`config.mk`:
```
export PLATFORM = sky130hd
export DESIGN_NAME = modular_exponentiation
export DESIGN_NICKNAME = d
export VERILOG_FILES = /design/src/mexp_pkg.sv /design/src/mexp_datapath.sv /design/src/mexp_ctrl.sv /design/src/modular_exponentiation.sv
export SDC_FILE = /design/constraint.sdc
export NUM_CORES = 1
export LEC_CHECK = 0
export BUFFER_PORTS_ARGS = -buffer_cell sky130_fd_sc_hd__buf_2
export CORE_UTILIZATION = 45
export CTS_CLUSTER_DIAMETER = 120
export DETAILED_ROUTE_END_ITERATION = 12
export HOLD_SLACK_MARGIN = 0.08
export PLACE_DENSITY = 0.67
export SYNTH_ARGS = -nofsm -noshare
export SYNTH_HDL_FRONTEND = slang
export SYNTH_SLANG_ARGS = --single-unit
```
`constraint.sdc`:
```
create_clock -name clk_i -period 18.1 [get_ports clk_i]
set_input_delay 0.905 -clock clk_i [delete_from_list [all_inputs] [get_ports clk_i]]
set_output_delay 0.905 -clock clk_i [all_outputs]
set_load 0.05 [all_outputs]
```
`src/mexp_pkg.sv`:
```
// Shared definitions for the modular exponentiation block.
// Field widths, multiply operation codes and controller/datapath interface structs.
// No dependencies.
package mexp_pkg;

  localparam int BASE_W = 31;
  localparam int EXP_W  = 32;
  localparam int MOD_W  = 31;
  localparam int CNT_W  = $clog2(BASE_W);

  typedef logic [1:0] mul_op_t;

  localparam mul_op_t OP_RED = 2'd0;  // base mod m (base times one)
  localparam mul_op_t OP_ACC = 2'd1;  // acc = acc * sq mod m
  localparam mul_op_t OP_SQ  = 2'd2;  // sq  = sq * sq mod m

  typedef struct packed {
    logic    load;
    logic    mul_start;
    mul_op_t mul_op;
    logic    mul_step;
    logic    e_clr_lsb;
    logic    e_shift;
    logic    out_load;
  } cmd_t;

  typedef struct packed {
    logic mod_small;
    logic mul_last;
    logic e_zero;
    logic e_lsb;
    logic e_hi_zero;
  } sts_t;

endpackage

```
`src/mexp_datapath.sv`:
```
// Datapath: operand registers, exponent shifter and shift-add modular multiplier.
// Depends on mexp_pkg; driven by mexp_ctrl through cmd_t, reports through sts_t.
module mexp_datapath import mexp_pkg::*; #(
  parameter int EXP_BITS = 32,
  parameter int MOD_BITS = 31
) (
  input  logic              clk_i,
  input  logic              rst_ni,
  input  logic [BASE_W-1:0] base_i,
  input  logic [EXP_W-1:0]  exponent_i,
  input  logic [MOD_W-1:0]  modulus_i,
  input  cmd_t              cmd_i,
  output sts_t              sts_o,
  output logic [BASE_W-1:0] power_result_o
);

  localparam int ScanW = (EXP_BITS < EXP_W) ? EXP_BITS : EXP_W;

  logic [MOD_BITS-1:0] m_q, acc_q, sq_q, r_q, a_q;
  logic [BASE_W-1:0]   x_q;
  logic [CNT_W-1:0]    cnt_q;
  mul_op_t             op_q;
  logic [ScanW-1:0]    e_q;
  logic [BASE_W-1:0]   res_q;

  logic [MOD_BITS:0]   dbl, dbl_red, sum, sum_red;
  logic [MOD_BITS-1:0] addend, r_nx;

  // One multiplier bit per cycle: r = 2r mod m, then r = r + a mod m if the bit is set.
  always_comb begin
    dbl     = {r_q, 1'b0};
    dbl_red = (dbl >= {1'b0, m_q}) ? dbl - {1'b0, m_q} : dbl;
    addend  = x_q[BASE_W-1] ? a_q : '0;
    sum     = {1'b0, dbl_red[MOD_BITS-1:0]} + {1'b0, addend};
    sum_red = (sum >= {1'b0, m_q}) ? sum - {1'b0, m_q} : sum;
    r_nx    = sum_red[MOD_BITS-1:0];
  end

  always_ff @(posedge clk_i) begin
    if (cmd_i.load) begin
      m_q   <= modulus_i[MOD_BITS-1:0];
      e_q   <= exponent_i[ScanW-1:0];
      acc_q <= MOD_BITS'(1);
      r_q   <= '0;
      a_q   <= MOD_BITS'(1);
      x_q   <= base_i;
      cnt_q <= CNT_W'(BASE_W - 1);
      op_q  <= OP_RED;
    end else begin
      if (cmd_i.mul_start) begin
        r_q   <= '0;
        op_q  <= cmd_i.mul_op;
        a_q   <= (cmd_i.mul_op == OP_ACC) ? acc_q : sq_q;
        x_q   <= BASE_W'(sq_q) << (BASE_W - MOD_BITS);
        cnt_q <= CNT_W'(MOD_BITS - 1);
      end
      if (cmd_i.mul_step) begin
        r_q   <= r_nx;
        x_q   <= x_q << 1;
        cnt_q <= cnt_q - 1'b1;
        if (cnt_q == '0) begin
          case (op_q)
            OP_ACC:  acc_q <= r_nx;
            default: sq_q  <= r_nx;
          endcase
        end
      end
      if (cmd_i.e_clr_lsb) e_q[0] <= 1'b0;
      if (cmd_i.e_shift)   e_q    <= e_q >> 1;
    end
    if (cmd_i.out_load) begin
      res_q <= sts_o.mod_small ? '0 : BASE_W'(acc_q);
    end
  end

  always_comb begin
    sts_o.mod_small = (m_q[MOD_BITS-1:1] == '0);
    sts_o.mul_last  = (cnt_q == '0);
    sts_o.e_zero    = (e_q == '0);
    sts_o.e_lsb     = e_q[0];
    sts_o.e_hi_zero = ((e_q >> 1) == '0);
  end

  assign power_result_o = res_q;

  // A multiplier step always leaves the partial result reduced.
  assert property (@(posedge clk_i) disable iff (!rst_ni)
    (cmd_i.mul_step && !sts_o.mod_small && !cmd_i.load) |=> (r_q < m_q))
    else $error("partial product not reduced below modulus");

endmodule

```
`src/mexp_ctrl.sv`:
```
// Controller: sequences base reduction, multiply and square steps, drives handshakes.
// Depends on mexp_pkg; commands mexp_datapath through cmd_t.
module mexp_ctrl import mexp_pkg::*; (
  input  logic clk_i,
  input  logic rst_ni,
  input  logic in_valid_i,
  output logic in_ready_o,
  output logic out_valid_o,
  input  logic out_ready_i,
  input  sts_t sts_i,
  output cmd_t cmd_o
);

  localparam logic [2:0] S_IDLE = 3'd0;
  localparam logic [2:0] S_RED  = 3'd1;
  localparam logic [2:0] S_BIT  = 3'd2;
  localparam logic [2:0] S_MUL  = 3'd3;
  localparam logic [2:0] S_FIN  = 3'd4;

  logic [2:0] state_q, state_d;
  logic       out_valid_q, out_valid_d;

  always_comb begin
    cmd_o   = '0;
    state_d = state_q;
    unique case (state_q)
      S_IDLE: begin
        if (in_valid_i) begin
          cmd_o.load = 1'b1;
          state_d    = S_RED;
        end
      end
      S_RED: begin
        if (sts_i.mod_small) begin
          state_d = S_FIN;
        end else begin
          cmd_o.mul_step = 1'b1;
          if (sts_i.mul_last) state_d = S_BIT;
        end
      end
      S_BIT: begin
        if (sts_i.e_zero) begin
          state_d = S_FIN;
        end else if (sts_i.e_lsb) begin
          cmd_o.mul_start = 1'b1;
          cmd_o.mul_op    = OP_ACC;
          cmd_o.e_clr_lsb = 1'b1;
          state_d         = S_MUL;
        end else begin
          cmd_o.e_shift = 1'b1;
          if (sts_i.e_hi_zero) begin
            state_d = S_FIN;
          end else begin
            cmd_o.mul_start = 1'b1;
            cmd_o.mul_op    = OP_SQ;
            state_d         = S_MUL;
          end
        end
      end
      S_MUL: begin
        cmd_o.mul_step = 1'b1;
        if (sts_i.mul_last) state_d = S_BIT;
      end
      S_FIN: begin
        if (!out_valid_q || out_ready_i) begin
          cmd_o.out_load = 1'b1;
          state_d        = S_IDLE;
        end
      end
      default: state_d = S_IDLE;
    endcase
  end

  assign out_valid_d = cmd_o.out_load | (out_valid_q & ~out_ready_i);

  always_ff @(posedge clk_i or negedge rst_ni) begin
    if (!rst_ni) begin
      state_q     <= S_IDLE;
      out_valid_q <= 1'b0;
    end else begin
      state_q     <= state_d;
      out_valid_q <= out_valid_d;
    end
  end

  assign in_ready_o  = (state_q == S_IDLE);
  assign out_valid_o = out_valid_q;

  assert property (@(posedge clk_i) disable iff (!rst_ni)
    (in_valid_i && in_ready_o) |=> (state_q == S_RED && !in_ready_o))
    else $error("accepted transaction did not start base reduction");

  assert property (@(posedge clk_i) disable iff (!rst_ni)
    (state_q == S_MUL && sts_i.mul_last) |=> (state_q == S_BIT))
    else $error("multiply did not return to bit scan");

  assert property (@(posedge clk_i) disable iff (!rst_ni)
    $rose(out_valid_q) |-> ($past(state_q) == S_FIN))
    else $error("result presented outside finish state");

endmodule

```
`src/modular_exponentiation.sv`:
```
// Top level of the modular exponentiation block.
// Depends on mexp_pkg, mexp_ctrl and mexp_datapath.
//
// Usage: computes base^exponent mod modulus by right-to-left binary
// square-and-multiply. Input channel (in_valid_i/in_ready_o) carries base,
// exponent and modulus; output channel (out_valid_o/out_ready_i) returns
// power_result. One transaction in gives exactly one transaction out.
// One item at a time: in_ready_o is high only while the engine is idle.
// Steps per item: a load, base reduction (one bit per cycle through the
// shift-add modular multiplier), a bit scan that visits each exponent bit
// up to the highest set bit, a multiply per set bit, a square per bit
// below the highest set bit, and a finish step. The single shared
// multiplier, retiring one multiplier bit per cycle, sets the run time.
// A zero exponent goes from the bit scan straight to the finish state.
// A modulus below two skips to the finish state and gives 0.
// The result sits in an output register; while it waits the engine accepts
// and works on the next item, then holds in its finish state if the old
// result is still not taken. Reset (rst_ni, async low) idles the engine and
// drops any pending result.
module modular_exponentiation import mexp_pkg::*; #(
  parameter int EXP_BITS = 32,
  parameter int MOD_BITS = 31
) (
  input  logic              clk_i,
  input  logic              rst_ni,
  input  logic              in_valid_i,
  output logic              in_ready_o,
  input  logic [BASE_W-1:0] base_i,
  input  logic [EXP_W-1:0]  exponent_i,
  input  logic [MOD_W-1:0]  modulus_i,
  output logic              out_valid_o,
  input  logic              out_ready_i,
  output logic [BASE_W-1:0] power_result_o
);

  cmd_t cmd;
  sts_t sts;

  // Sequencer: reduce, then per exponent bit multiply and/or square.
  mexp_ctrl u_ctrl (
    .clk_i       (clk_i),
    .rst_ni      (rst_ni),
    .in_valid_i  (in_valid_i),
    .in_ready_o  (in_ready_o),
    .out_valid_o (out_valid_o),
    .out_ready_i (out_ready_i),
    .sts_i       (sts),
    .cmd_o       (cmd)
  );

  // Operand storage and the shared modular multiplier.
  mexp_datapath #(
    .EXP_BITS (EXP_BITS),
    .MOD_BITS (MOD_BITS)
  ) u_datapath (
    .clk_i          (clk_i),
    .rst_ni         (rst_ni),
    .base_i         (base_i),
    .exponent_i     (exponent_i),
    .modulus_i      (modulus_i),
    .cmd_i          (cmd),
    .sts_o          (sts),
    .power_result_o (power_result_o)
  );

endmodule

```
; ---- Yosys cells after proc, flatten, opt, wreduce, memory -nomap -nowiden
; Cells that the tools add are included.
[totals]
out_inout_bits = 33
ff_bits = 260
elab_cells = 82
in_bits = 98
[classes]
n_addsub = 4
n_lt_le_gt_ge = 2
n_eq_ne = 8
reduce_logical = 14
muxes = 36
bitwise = 5
[op_table]
columns = op, n
row1 = two-way mux 31 bit, 9
row2 = >= comparator 32 x 31 -> 1 bit, 2
row3 = zero test 32 bit, 2
row4 = two-way mux 32 bit, 2
row5 = subtractor 31 bit, 2
row6 = two-way mux 3 bit, 11
row7 = adder 31 x 31 -> 32 bit, 1
row8 = zero test 30 bit, 1
row9 = one-hot mux 3 bit (5 select lines), 1
row10 = two-way mux 5 bit, 2
row11 = two-way mux 1 bit, 8
row12 = equality test 3 x 2 -> 1 bit (second input constant), 2
row13 = nonzero test 3 bit, 2
row14 = zero test 5 bit, 1
row15 = subtractor 5 x 1 -> 5 bit (second input constant), 1
row16 = equality test 2 x 1 -> 1 bit (second input constant), 2
row17 = two-way mux 2 bit, 2
row18 = AND reduction 4 bit, 1
row19 = nonzero test 2 bit, 2
row20 = equality test 3 x 1 -> 1 bit (second input constant), 1
row21 = equality test 3 bit (second input constant), 1
row22 = zero test 3 bit, 1
row23 = inverter 1 bit, 3
row24 = AND reduction 3 bit, 1
row25 = 8 further kinds, 8

; ---- Longest topological paths before layout
[depth]
word_depth = 8
depth_mapped = 38
depth_no_buf = 34

; ---- Modules after synthesis
; A second synthesis with hierarchy kept.
[unflattened]
hier_cells = 1654
area_unflattened_um2 = 16031.6
[modules_own_cells]
columns = mod, area_each_um2, instances, cells_each, seq_area_each_um2
row1 = mexp_datapath, 15753.9, 1, 1620, 6686.4
row2 = mexp_ctrl, 277.8, 1, 34, 100.1

; ---- Worst setup path before layout
; Ideal clock, no wire load.
[synth_path]
path_kind = flip-flop to flip-flop
startpoint = register u_datapath.m_q[0]
endpoint = register u_datapath.sq_q[14] (data pin)
n_path_buf = 3
t_required_ns = 17.838
arrival_time_ns = 6.841
slack_ns = 10.998
period_less_slack_ns = 7.102
stages_incl_launch_ff = 33
setup_ns = 0.262
path_cell_list = edfxtp_1 -> inv_1 -> fa_1 -> a21oi_1 -> o21ai_1 -> a2111oi_2 -> nor3b_1 -> o21ai_1 -> o21ai_2 -> a21o_1 -> a21oi_2 -> o21ai_2 -> buf_4 -> mux2_1 -> ha_1 -> a21o_1 -> or3_1 -> o211a_1 -> o21ai_0 -> a21o_1 -> a211oi_1 -> a211o_1 -> ha_1 -> and3_1 -> nand3_1 -> or3_1 -> nand2_1 -> o21ai_1 -> o21ai_4 -> buf_6 -> buf_6 -> mux2i_1 -> inv_1
[synth_between]
elab_chain_cells = 5
elab_cells_between_ends = 7
cone_classes = add/sub (3) / order compare (2) / mux (2)
[synth_lines]
columns = item, line_no
row1 = start: declaration, mexp_datapath.sv:19  ; logic [MOD_BITS-1:0] m_q, acc_q, sq_q, r_q, a_q;
row2 = start signal: assignment, mexp_datapath.sv:41  ; m_q <= modulus_i[MOD_BITS-1:0];
row3 = subtractor 31 bit or >= comparator 32 x 31 -> 1 bit (tied branches), mexp_datapath.sv:32  ; dbl_red = (dbl >= {1'b0, m_q}) ? dbl - {1'b0, m_q} : dbl;
row4 = two-way mux 31 bit, mexp_datapath.sv:32
row5 = adder 31 x 31 -> 32 bit, mexp_datapath.sv:34  ; sum = {1'b0, dbl_red[MOD_BITS-1:0]} + {1'b0, addend};
row6 = subtractor 31 bit or >= comparator 32 x 31 -> 1 bit (tied branches), mexp_datapath.sv:35  ; sum_red = (sum >= {1'b0, m_q}) ? sum - {1'b0, m_q} : sum;
row7 = two-way mux 31 bit (*), mexp_datapath.sv:35
row8 = named net u_datapath.sum_red[14], mexp_datapath.sv:26  ; logic [MOD_BITS:0] dbl, dbl_red, sum, sum_red;
row9 = end signal: assignment, mexp_datapath.sv:64  ; default: sq_q <= r_nx;
row10 = end: declaration, mexp_datapath.sv:19
; Mark *: on every way through the listed nets, which the timed path passes. The rest lies on a longest branch.
; A chain may end at the register's enable or synchronous reset.

; ---- Worst setup path after layout
[layout_path]
startpoint = register u_datapath.m_q[1]
endpoint = register u_datapath.sq_q[10] (data pin)
; Same word-level chain as after synthesis.

==> flow_summary.ini <==
[clock_tree]
cts_buffers = 30
insertion_delay_ns = 0.58
postCtsHoldBufs = 0
clk_pin_slew_ns = 0.06
cts_resized = 0
max-clock-path-buffers = 3
h-tree-depth = 1
cts_tree = yes
postCtsSetupBuffers = 0
clkSinkCount = 260
cts-root-buf = clkbuf_16

[synth]
synth_flop_cell = edfxtp_1
async_reset_ff_share_pct = 1.54
ys_types = 82
syn_nets = 1804
synth_edf_count = 156
yosys_warnings = 0
synth_simple_gate_area_share_pct = 14.4
synthesis.area_um2 = 15800
ys_seq_elements = 260
yosys.area_share.xor_xnor_pct = 4.16
avgSynthCellArea_um2 = 9.82
synthTopCellsByArea = edfxtp_1 30%, dfxtp_1 13%, ha_1 7.4%, nor2_1 3.5%, nand2_1 3.3%
synth_compound_area_share_pct = 20.4
synth_mux_area_share_pct = 6.57
synth_fa_ha_area_share_pct = 7.82
synth-seq-area-share_pct = 43.0
synth_top_area_share_pct = 29.6
synth_area_leader_cell = edfxtp_1
synth_common_cells = 156 x edfxtp_1, 148 x nor2_1, 139 x nand2_1
synth.most_common_cell = edfxtp_1
synthCells = 1609
synth_top_family_by_area = compound AO/OA/AOI/OAI gates

[timing]
rsz0062_at_grt = no
hold_viol = 0
max-slew-margin-rel_pct = 35.7
max_freq_mhz = 114
tns_ns = 0
period_needed_ns = 8.78
setup_viol = 0
worst_pin_slew_ns = 0.965
clock_skew_ns = 0.0297
report.final.slew_viol_count = 0
fin_crit_sh_pct = 48.5

[worst_hold_path]
hold_path.class = in2async

[worst_setup_path]
crit_path_end_kind = register
worstPathMaxFanout = 32
critPathMaxStageDelay_ns = 0.64
critPathBufInv = 4
path_class = reg2reg
slowest_stage = a2111oi_2
critical_path.startpoint_type = register
crit_required_ns = 18.42
path_delay_family = compound AO/OA/AOI/OAI gates
arrival_ns = 9.10

[routing]
wl_um = 44600
drt_iter0_drc = 1016
drtAntennaViolNets = 0
avgRoutedWirePerCell_um = 20.3
viasPerCell = 5.82
drt_pass1_iterations = 5
dr_total_vias = 12800
drc_errors = 0

[floorplanning]
die_x_um = 189
num_io_pins = 131
num_rows = 68
start_util_pct = 45.7
die-area_um2 = 35900
die_h_um = 189
core_um2 = 34500

[placed_design]
portBuffers = 130
gp_congestion = 1.01
hpwl_um = 32400

[global_routing]
antenna_found_initial = 0
track_usage_pct = 24.5
grt_pass1_wl_um = 68600
overflow = 0
grt_start_max_net_pins = 85
grt_pass1_vias = 12000

[final_layout]
nets = 1909
area_growth_pct = 13.1
drive_above_1_share_pct = 15.1
layout.area.seq_um2 = 6790
diodes = 0
fill_cells = 3196
multiInputGateArea_um2 = 8480

[outcome]
status = completed

[run]
maxCapViolCount = 0
[worst register-to-register path, delay by kind of cell (launching register included)]
kind            cells  cell delay [ns]
simple gates        6             1.53
fa+ha+maj           3             1.16
buf+inv             4             1.02
mux                 2             1.02
flops               1             0.40
compound gates     16             3.41
[cell type report]
type                            count  area share (%)
Clock inverter                     12           0.511
Sequential cell                   260            38.0
Tap cell                          455            3.19
Timing Repair Buffer              148            4.40
Clock buffer                       44            5.06
Inverter                           68            1.44
Multi-Input combinational cell   1206            47.4
[cell families (layout without fill, tap and decap cells)]
| group | count (synthesis) | in the layout |
|---|---|---|
| and+or+nand+nor | 485 | 485 |
| xor gates and xnor gates | 75 | 75 |
| buffers and inverters | 143 | 272 |
| muxes | 91 | 91 |
| DFF | 260 | 260 |
| AOI/OAI and AO/OA | 458 | 458 |
| adders and majority gates | 97 | 97 |
[layer usage]
layer / vias up / wire [µm] / track usage [%]
met5: - / 0 / 0
met4: 0 / 973 / 6.61
met3: 58 / 3620 / 3.91
met2: 476 / 18300 / 35.1
met1: 6098 / 21700 / 37.8
li1: 6124 / - / -
[layout by cell type, fill, tap and decap left out, drive strengths merged, types with 14 or more instances in the layout]
| cell type | n |
|---|---|
| nand2b | 14 |
| nor4 | 17 |
| mux2i | 43 |
| mux2 | 48 |
| a31oi | 37 |
| a22o | 53 |
| nand2 | 139 |
| a211oi | 46 |
| ha | 94 |
| clkbuf | 44 |
| nor3 | 17 |
| a21o | 61 |
| o21a | 20 |
| dfxtp | 100 |
| inv | 69 |
| nand3 | 23 |
| a21oi | 95 |
| nor2b | 45 |
| xnor2 | 46 |
| and2 | 36 |
| nor2 | 148 |
| o21ai | 76 |
| nand4 | 15 |
| xor2 | 29 |
| buf | 148 |
| edfxtp | 156 |
[state kept, by name, summed over array words and instances (netlist names)]
signal                     flops
u_datapath.power_result_o     31
u_datapath.acc_q              31
u_datapath.r_q                31
u_ctrl.state_q                 3
u_ctrl.out_valid_o             1
u_datapath.m_q                31
u_datapath.e_q                32
u_datapath.a_q                31
u_datapath.sq_q               31
u_datapath.x_q                31
u_datapath.op_q                2
u_datapath.cnt_q               5
[final timing paths]
check	start	end	slack [ns]	cells past startpoint
setup reg to reg	u_datapath.m_q[1]	u_datapath.sq_q[10]	9.32	31
hold reg to reg	u_datapath.op_q[0]	u_datapath.op_q[0]	0.45	2
setup / recovery	u_datapath.m_q[1]	u_datapath.sq_q[10]	9.32	31
min in group clk_i	u_datapath.op_q[0]	u_datapath.op_q[0]	0.45	2
max in group asynchronous	rst_ni	u_ctrl.state_q[2]	17.84	1
hold / removal	rst_ni	u_ctrl.state_q[1]	0.14	1
[metrics by stage]
step	cells	area (µm²)	hold WS [ns]	util [%]	setup WS, ns
floorplan	1609	15800	0.427	-	11.00
global placement	2137	16900	0.439	48.9	9.61
detailed placement	2137	16900	0.447	48.9	9.51
CTS	2193	17900	0.117	51.7	9.48
global route	2193	17900	0.117	51.7	9.04
finish	2193	17900	0.137	51.7	9.32
Power is not shown: default switching activity piles up to over one toggle a cycle in this logic, so the estimate is an artifact.
